`src/rtl/core/nearest_palette_color_search_top_defines.svh`:
```
// ----------------------------------------------------------------------------
// Assertion macros for the nearest palette color search
// Shared macros that keep the concurrent assertions short and uniform.
// ----------------------------------------------------------------------------
`ifndef NEAREST_PALETTE_COLOR_SEARCH_TOP_DEFINES_SVH
`define NEAREST_PALETTE_COLOR_SEARCH_TOP_DEFINES_SVH

// Same-cycle implication, disabled while reset is asserted.
`define NPCS_ASSERT_NOW(label, clk, rst_n, ante, cons, msg) \
	label: assert property (@(posedge clk) disable iff (!rst_n) (ante) |-> (cons)) \
		else $error(msg);

// Next-cycle implication, disabled while reset is asserted.
`define NPCS_ASSERT_NEXT(label, clk, rst_n, ante, cons, msg) \
	label: assert property (@(posedge clk) disable iff (!rst_n) (ante) |=> (cons)) \
		else $error(msg);

`endif

```
`src/rtl/core/npcs_pkg.sv`:
```
// ----------------------------------------------------------------------------
// npcs_pkg
// Widths, request codes and sequencer states of the nearest color search.
// ----------------------------------------------------------------------------
package npcs_pkg;

	localparam int COLOR_W = 16;
	localparam int CH_W    = 8;
	localparam int SQ_W    = 2 * CH_W;
	localparam int DIST_W  = 18;
	localparam int IDX_W   = 8;

	localparam logic [DIST_W-1:0] DIST_MAX = 18'd195075;

	localparam logic MODE_WRITE = 1'b0;
	localparam logic MODE_QUERY = 1'b1;

	typedef enum logic [3:0] {
		ST_CLEAR  = 4'b0001,
		ST_IDLE   = 4'b0010,
		ST_SEARCH = 4'b0100,
		ST_HOLD   = 4'b1000
	} state_t;

endpackage

```
`src/rtl/core/npcs_ram.sv`:
```
// ----------------------------------------------------------------------------
// npcs_ram
// Generic single-write, single-read RAM with a registered read port.
// ----------------------------------------------------------------------------
module npcs_ram #(
	parameter int WIDTH = 16,
	parameter int DEPTH = 256
) (
	input  logic                     clk,
	input  logic                     we,
	input  logic [$clog2(DEPTH)-1:0] waddr,
	input  logic [WIDTH-1:0]         wdata,
	input  logic                     re,
	input  logic [$clog2(DEPTH)-1:0] raddr,
	output logic [WIDTH-1:0]         rdata
);

	logic [WIDTH-1:0] mem_q [DEPTH];

	always_ff @(posedge clk) begin
		if (we) begin
			mem_q[waddr] <= wdata;
		end
		if (re) begin
			rdata <= mem_q[raddr];
		end
	end

endmodule

```
`src/rtl/core/npcs_dist.sv`:
```
// ----------------------------------------------------------------------------
// npcs_dist
// Two-stage squared distance unit shared by every palette entry of a search.
// ----------------------------------------------------------------------------
module npcs_dist
	import npcs_pkg::*;
#(
	parameter int AW = 8
) (
	input  logic               clk,
	input  logic               arst_n,
	input  logic               flush,
	input  logic               in_vld,
	input  logic               in_last,
	input  logic [AW-1:0]      in_idx,
	input  logic [COLOR_W-1:0] color,
	input  logic [CH_W-1:0]    q_red,
	input  logic [CH_W-1:0]    q_green,
	input  logic [CH_W-1:0]    q_blue,
	output logic               out_vld,
	output logic               out_last,
	output logic [AW-1:0]      out_idx,
	output logic [DIST_W-1:0]  out_dist
);

	logic [CH_W-1:0] c_red, c_green, c_blue;
	logic [CH_W-1:0] d_red, d_green, d_blue;
	logic [SQ_W-1:0] sq_red_s2, sq_green_s2, sq_blue_s2;
	logic            vld_s2, last_s2, vld_s3, last_s3;
	logic [AW-1:0]   idx_s2, idx_s3;
	logic [DIST_W-1:0] dist_s3;

	// Stored components are expanded with zero low bits.
	assign c_red   = {color[15:11], 3'b000};
	assign c_green = {color[10:5], 2'b00};
	assign c_blue  = {color[4:0], 3'b000};

	assign d_red   = (q_red >= c_red) ? (q_red - c_red) : (c_red - q_red);
	assign d_green = (q_green >= c_green) ? (q_green - c_green) : (c_green - q_green);
	assign d_blue  = (q_blue >= c_blue) ? (q_blue - c_blue) : (c_blue - q_blue);

	always_ff @(posedge clk or negedge arst_n) begin
		if (!arst_n) begin
			vld_s2 <= 1'b0;
			vld_s3 <= 1'b0;
		end else begin
			vld_s2 <= in_vld && !flush;
			vld_s3 <= vld_s2 && !flush;
		end
	end

	always_ff @(posedge clk) begin
		sq_red_s2   <= SQ_W'(d_red) * SQ_W'(d_red);
		sq_green_s2 <= SQ_W'(d_green) * SQ_W'(d_green);
		sq_blue_s2  <= SQ_W'(d_blue) * SQ_W'(d_blue);
		idx_s2      <= in_idx;
		last_s2     <= in_last;
		dist_s3     <= DIST_W'(sq_red_s2) + DIST_W'(sq_green_s2) + DIST_W'(sq_blue_s2);
		idx_s3      <= idx_s2;
		last_s3     <= last_s2;
	end

	assign out_vld  = vld_s3;
	assign out_last = last_s3;
	assign out_idx  = idx_s3;
	assign out_dist = dist_s3;

endmodule

```
`src/rtl/core/nearest_palette_color_search_top.sv`:
```
// ----------------------------------------------------------------------------
// nearest_palette_color_search_top
// RGB565 palette store with a sequential nearest color search.
// ----------------------------------------------------------------------------
//
//   Channel   Handshake            Payload
//   --------  -------------------  ------------------------------------------
//   request   in_valid / in_stall  mode, entry_index, entry_color,
//                                  query_red, query_green, query_blue
//   result    out_valid/out_stall  best_index, best_distance
//
// A palette write request gives no result.
// A query walks the palette one entry per cycle through the single RAM read
// port and the shared distance unit; an exact match ends the walk as soon
// as its distance is compared.
// After reset a clearing pass zeroes every palette entry, and no request is
// taken until it is done.
// A result waits in the output register while out_stall is high; a finished
// query holds in its last state until that register is free.
//
`include "nearest_palette_color_search_top_defines.svh"

module nearest_palette_color_search_top
	import npcs_pkg::*;
#(
	parameter int PALETTE_ENTRIES = 256
) (
	input  logic               clk,
	input  logic               arst_n,
	input  logic               in_valid,
	output logic               in_stall,
	input  logic               mode,
	input  logic [IDX_W-1:0]   entry_index,
	input  logic [COLOR_W-1:0] entry_color,
	input  logic [CH_W-1:0]    query_red,
	input  logic [CH_W-1:0]    query_green,
	input  logic [CH_W-1:0]    query_blue,
	output logic               out_valid,
	input  logic               out_stall,
	output logic [IDX_W-1:0]   best_index,
	output logic [DIST_W-1:0]  best_distance
);

	localparam int AW    = $clog2(PALETTE_ENTRIES);
	localparam int CMP_W = ((AW > IDX_W) ? AW : IDX_W) + 1;
	localparam logic [AW-1:0] LAST_ADDR = AW'(PALETTE_ENTRIES - 1);

	state_t              state_q;
	logic [AW-1:0]       cnt_q;
	logic                issue_on_q;
	logic                cnt_last;
	logic [CH_W-1:0]     q_red_q, q_green_q, q_blue_q;

	logic                v_s1, last_s1;
	logic [AW-1:0]       idx_s1;

	logic                ram_we, ram_re;
	logic [AW-1:0]       ram_waddr;
	logic [COLOR_W-1:0]  ram_wdata, ram_rdata;

	logic                d_vld, d_last;
	logic [AW-1:0]       d_idx;
	logic [DIST_W-1:0]   d_dist;

	logic [AW-1:0]       best_idx_q;
	logic [DIST_W-1:0]   best_dist_q;
	logic                take;
	logic [AW-1:0]       new_idx;
	logic [DIST_W-1:0]   new_dist;
	logic                finish;

	logic                in_acc;
	logic                idx_ok;
	logic                out_valid_q, out_load;
	logic [IDX_W-1:0]    out_idx_q;
	logic [DIST_W-1:0]   out_dist_q;

	// Requests are taken only while the sequencer rests.
	assign in_stall = (state_q != ST_IDLE);
	assign in_acc   = in_valid && !in_stall;
	assign cnt_last = (cnt_q == LAST_ADDR);

	// A write to a slot beyond the palette is dropped.
	assign idx_ok = (CMP_W'(entry_index) < CMP_W'(PALETTE_ENTRIES));

	// The clearing pass and palette writes share the single write port.
	assign ram_we    = (state_q == ST_CLEAR) || (in_acc && mode == MODE_WRITE && idx_ok);
	assign ram_waddr = (state_q == ST_CLEAR) ? cnt_q : AW'(entry_index);
	assign ram_wdata = (state_q == ST_CLEAR) ? '0 : entry_color;
	assign ram_re    = (state_q == ST_SEARCH) && issue_on_q;

	npcs_ram #(
		.WIDTH (COLOR_W),
		.DEPTH (PALETTE_ENTRIES)
	) u_palette (
		.clk   (clk),
		.we    (ram_we),
		.waddr (ram_waddr),
		.wdata (ram_wdata),
		.re    (ram_re),
		.raddr (cnt_q),
		.rdata (ram_rdata)
	);

	npcs_dist #(
		.AW (AW)
	) u_dist (
		.clk      (clk),
		.arst_n   (arst_n),
		.flush    (finish),
		.in_vld   (v_s1),
		.in_last  (last_s1),
		.in_idx   (idx_s1),
		.color    (ram_rdata),
		.q_red    (q_red_q),
		.q_green  (q_green_q),
		.q_blue   (q_blue_q),
		.out_vld  (d_vld),
		.out_last (d_last),
		.out_idx  (d_idx),
		.out_dist (d_dist)
	);

	// Entry zero always seeds the best; later entries replace it only when
	// strictly closer, so the lowest index wins a tie.
	assign take     = (d_idx == '0) || (d_dist < best_dist_q);
	assign new_idx  = take ? d_idx : best_idx_q;
	assign new_dist = take ? d_dist : best_dist_q;

	// The walk ends at the last entry or once an exact match is the best.
	assign finish = (state_q == ST_SEARCH) && d_vld && (d_last || new_dist == '0);

	assign out_load = (state_q == ST_HOLD) && (!out_valid_q || !out_stall);

	always_ff @(posedge clk or negedge arst_n) begin
		if (!arst_n) begin
			state_q     <= ST_CLEAR;
			cnt_q       <= '0;
			issue_on_q  <= 1'b0;
			v_s1        <= 1'b0;
			out_valid_q <= 1'b0;
		end else begin
			v_s1 <= 1'b0;
			case (state_q)
				ST_CLEAR: begin
					cnt_q <= cnt_q + 1'b1;
					if (cnt_last) begin
						cnt_q   <= '0;
						state_q <= ST_IDLE;
					end
				end
				ST_IDLE: begin
					if (in_acc && mode == MODE_QUERY) begin
						cnt_q      <= '0;
						issue_on_q <= 1'b1;
						state_q    <= ST_SEARCH;
					end
				end
				ST_SEARCH: begin
					if (finish) begin
						issue_on_q <= 1'b0;
						state_q    <= ST_HOLD;
					end else if (issue_on_q) begin
						v_s1  <= 1'b1;
						cnt_q <= cnt_q + 1'b1;
						if (cnt_last) begin
							issue_on_q <= 1'b0;
						end
					end
				end
				ST_HOLD: begin
					if (out_load) begin
						state_q <= ST_IDLE;
					end
				end
				default: begin
					state_q    <= ST_IDLE;
					issue_on_q <= 1'b0;
				end
			endcase

			if (out_load) begin
				out_valid_q <= 1'b1;
			end else if (!out_stall) begin
				out_valid_q <= 1'b0;
			end
		end
	end

	always_ff @(posedge clk) begin
		if (in_acc && mode == MODE_QUERY) begin
			q_red_q   <= query_red;
			q_green_q <= query_green;
			q_blue_q  <= query_blue;
		end
		idx_s1  <= cnt_q;
		last_s1 <= cnt_last;
		if (state_q == ST_SEARCH && d_vld) begin
			best_idx_q  <= new_idx;
			best_dist_q <= new_dist;
		end
		if (out_load) begin
			out_idx_q  <= IDX_W'(best_idx_q);
			out_dist_q <= best_dist_q;
		end
	end

	assign out_valid     = out_valid_q;
	assign best_index    = out_idx_q;
	assign best_distance = out_dist_q;

	`NPCS_ASSERT_NOW(a_dist_only_in_search, clk, arst_n,
		d_vld, state_q == ST_SEARCH, "distance result outside of a search")
	`NPCS_ASSERT_NOW(a_write_when_quiet, clk, arst_n,
		ram_we, state_q == ST_CLEAR || state_q == ST_IDLE, "palette written during a search")
	`NPCS_ASSERT_NEXT(a_finish_to_hold, clk, arst_n,
		finish, state_q == ST_HOLD && !issue_on_q, "search did not stop after its end")
	`NPCS_ASSERT_NOW(a_result_in_range, clk, arst_n,
		out_valid, best_distance <= DIST_MAX, "result distance out of range")

endmodule

```
`config.mk`:
```
export PLATFORM = sky130hd
export DESIGN_NAME = nearest_palette_color_search_top
export DESIGN_NICKNAME = d
export VERILOG_FILES = /design/src/rtl/core/npcs_pkg.sv /design/src/rtl/core/npcs_ram.sv /design/src/rtl/core/npcs_dist.sv /design/src/rtl/core/nearest_palette_color_search_top.sv
export VERILOG_INCLUDE_DIRS = /design/src /design/src/rtl/core
export SDC_FILE = /design/constraint.sdc
export NUM_CORES = 2
export LEC_CHECK = 0
export BUFFER_PORTS_ARGS = -buffer_cell sky130_fd_sc_hd__buf_2
export CAP_MARGIN = 20
export CORE_MARGIN = 2
export CORE_UTILIZATION = 50
export CTS_BUF_LIST = sky130_fd_sc_hd__clkbuf_8
export DETAILED_ROUTE_END_ITERATION = 8
export HOLD_SLACK_MARGIN = 0.06
export PLACE_DENSITY = 0.65
export SYNTH_ARGS = -nofsm -noshare
export SYNTH_HDL_FRONTEND = slang
export SYNTH_SLANG_ARGS = --single-unit
```
`constraint.sdc`:
```
create_clock -name clk -period 11 [get_ports clk]
set_input_delay 0.55 -clock clk [delete_from_list [all_inputs] [get_ports clk]]
set_output_delay 0.55 -clock clk [all_outputs]
set_load 0.01 [all_outputs]
```
==> metrics.txt <==
DR vias=81400; largest net degree at the start of global routing=232; drt pass-1 iters=5; Overall Power=45.2 mW; GP Congestion=0.900; final non-filler cell total=13500; Worst EP required=12.06 ns; Fill cells=24800; maxcap violations=0; clk slew on worst S/H paths=0.06 ns; HP Start=entry_color[4]; critical path class=register to register; final critical-path share of the clock period=0.597; I/O pin total=81; DRT iter0 DRCs=9670; dpl cell area=0.178 mm2; initial antenna violation count=17; Post-CTS Setup Bufs=0; clk_lat worst skew=1.23 ns; post-place setup slack=4.51 ns; Hold Path Sink=u_palette.mem_q[69][4]$_DFFE_PP_; Final Core Density=0.566; post-route ant nets=0; Via-to-Cell Ratio=6.05; Worst setup EP type=register; area grow syn2layout=12.5%; NumNets Final=8710; R2R Path Start=q_green_q[2]$_DFFE_PP_; register area share after synthesis=0.754; HPWL after DPL=235000 um; status=complete, no violations; post-synth cell types=72; total clock sinks=4295; worst hold path class=input port to register; f_max=152 MHz; Die X-Extent=587 um; CORE AREA=0.337 mm2; layout cell share with drive strength beyond 1=0.301; Worst Reg-to-Reg Cells=22; P per Cell Area=237 mW/mm2; synthesis warning total=0; Root Buffer=clkbuf_8; part of the power in registers=0.409; Comb power frac=0.316; Worst VDD drop=0.331 mV; Die Height=587 um; wire per inst=30.0 um; Bufs on Longest Clock Path=4; flop2flop setup slack=4.44 ns; Clock Power Share=0.275; H-tree depth=6; # setup viols final=0; post-CTS sizing=0; post-detailed-routing wire length=405000 um; RSZ-0062 raised after global routing=no; Worst Skew=0.0776 ns; Internal=31.1 mW; WHS=0.159 ns; total global-route track usage=0.233; Post-route DRC=0; Sw Share=0.313; die area=0.344 mm2; Starting Density=0.503; PortBufs=80; Synth Area per Inst=22.4 um2; Synth Instances=7590; setup TNS=0 ns; min Tclk post-route=6.56 ns; Leakage=61.4 nW; Net Sw Power=14.1 mW; first-pass GRT wire length=582000 um; Hold Buf Count CTS=49; placed insts=12200; setup ws final=4.44 ns; flops & latches, synth=4295; hold path depth=3; Synth async-reset ratio=0.00396; Syn Std Cell Area=0.170 mm2; reg-to-reg endpoint=u_dist.sq_green_s2[15]$_DFF_P_; CTS tree=built; CP max FO=9; CTS buffer count=672; Primary FF master, synth=edfxtp_1; FP Rows=213; Max Slew Vio Count=0; vias in the first global route=82400; WP data arrival=7.62 ns; GRT overflow=0; Slew headroom=0.0306; Hold Vio Cnt, Final=0; final instance area=0.191 mm2; worst slew pin tran=1.45 ns; Critical Path Source Type=register; Post-synth EDFFs=4188
[area by class of cell]
cell class / instances / area, um2 / share of cell area
Timing Repair Buffer: 503 / 4320 / 0.0226
Sequential cell: 4295 / 128000 / 0.670
Antenna cell: 15 / 37.5 / 0.000197
Multi-Input combinational cell: 2735 / 39800 / 0.209
Tap cell: 4515 / 5650 / 0.0296
Clock inverter: 517 / 2820 / 0.0148
Clock buffer: 691 / 9510 / 0.0498
Inverter: 200 / 751 / 0.00393
[power by group through the flow]
stage | sequential (mW) | combinational (mW) | clock [mW]
after floorplan | 18.7 | 10.4 | 0
after global placement | 18.8 | 14.2 | 0
after detailed placement | 18.8 | 14.3 | 0
after CTS | 18.5 | 14.4 | 12.7
after global routing | 18.5 | 15.5 | 13.4
final | 18.5 | 14.3 | 12.4
[Yosys cell counts (all sizes together), types with 4 or more instances]
master,count,area share
nor3,36,0.0011
or3,13,0.00048
and3,7,0.00026
or4,4,0.00018
nand3b,12,0.00053
nor2,374,0.0083
nor2b,39,0.0014
a221oi,35,0.0018
xnor2,60,0.0031
a211oi,5,0.00022
nand2,145,0.0032
o31ai,7,0.00031
ha,171,0.013
a22oi,81,0.0036
a41oi,6,0.00031
nand3,24,0.00071
o21a,15,0.00066
a21oi,57,0.0017
a21o,16,0.00071
o22ai,5,0.00018
nor4,12,0.00044
or2,15,0.00055
inv,197,0.0044
nor4b,6,0.00035
nand2b,22,0.00081
nand4,5,0.00018
mux4,1280,0.17
buf,153,0.0046
o211ai,16,0.00071
edfxtp,4188,0.74
o221ai,17,0.00088
mux2,18,0.0012
xor2,24,0.0012
dfxtp,90,0.011
fa,79,0.0093
mux2i,11,0.00065
clkbuf,212,0.0047
o21ai,40,0.0012
dfrtp,16,0.0024
a22o,32,0.0017
[cells by family after synthesis]
kind of cell | after synthesis | synth area share
other | 1 | 0.0000221
multiplexers | 1309 | 0.172
AND/OR/NAND/NOR | 724 | 0.0190
adder cells (fa/ha/maj) | 250 | 0.0219
AO/OA/AOI/OAI | 362 | 0.0155
flip-flops | 4295 | 0.754
XOR/XNOR | 84 | 0.00438
buffers and inverters | 565 | 0.0137
[worst max-delay path: stages, from the launching register on]
cell and delay (ns):
edfxtp_1 0.37, inv_1 0.09, ha_1 0.16, inv_1 0.06, fa_1 0.39, a21oi_1 0.19, a21oi_1 0.15, nor3_2 0.51
mux2i_1 0.28, xor2_1 0.66, nor2_1 0.20, ha_1 0.24, or2_2 0.31, fa_1 0.52, fa_1 0.58, fa_1 0.42
ha_1 0.34, nor2b_1 0.16, o211ai_1 0.17, nand2_1 0.10, a41oi_1 0.25, a21oi_1 0.11, xor2_1 0.15
[metal layers]
| layer | part of all wire | routed length, um | GRT usage |
|---|---|---|---|
| met1 | 0.41 | 167000 | 0.339 |
| met2 | 0.47 | 191000 | 0.356 |
| met3 | 0.085 | 34300 | 0.0464 |
| met4 | 0.031 | 12700 | 0.0778 |
| met5 | 0 | 0 | 0 |
[cells in the final DEF, fill, tap and decap left out, drive strengths merged, types with 49 or more instances in the layout]
cell	instances
a21oi	57
a22oi	81
buf	452
clkbuf	693
clkinv	219
dfxtp	90
dlygate4sd3	49
edfxtp	4188
fa	79
ha	171
inv	468
mux4	1280
nand2	145
nor2	374
xnor2	60
[flip-flops by register name (all words and copies together), names as in the netlist, 4 cells and up]
signal / count
best_idx_q: 8
q_green_q: 8
state_q: 4
q_blue_q: 8
best_distance: 18
best_dist_q: 18
cnt_q: 8
u_palette.rdata: 16
u_palette.mem_q: 4096
idx_s1: 8
u_dist.sq_green_s2: 15
u_dist.out_idx: 8
q_red_q: 8
u_dist.sq_blue_s2: 15
u_dist.idx_s2: 8
u_dist.out_dist: 18
best_index: 8
u_dist.sq_red_s2: 15
[worst max path at each step]
stage	startpoint	end	slack, ns	cells after the start
6_report	q_green_q[2]$_DFFE_PP_	u_dist.sq_green_s2[15]$_DFF_P_	4.44	22
4_1_cts	q_green_q[2]$_DFFE_PP_	u_dist.sq_green_s2[15]$_DFF_P_	4.46	22
2_1_floorplan	state_q[0]$_DFFE_PN1P_	u_palette.mem_q[0][10]$_DFFE_PP_	2.38	4
5_1_grt	q_green_q[2]$_DFFE_PP_	u_dist.sq_green_s2[15]$_DFF_P_	3.80	25
3_3_place_gp	q_green_q[2]$_DFFE_PP_	u_dist.sq_green_s2[13]$_DFF_P_	4.42	25
3_5_place_dp	q_green_q[2]$_DFFE_PP_	u_dist.sq_green_s2[15]$_DFF_P_	4.51	22
Note: power is estimated with default switching activity, not from simulation.
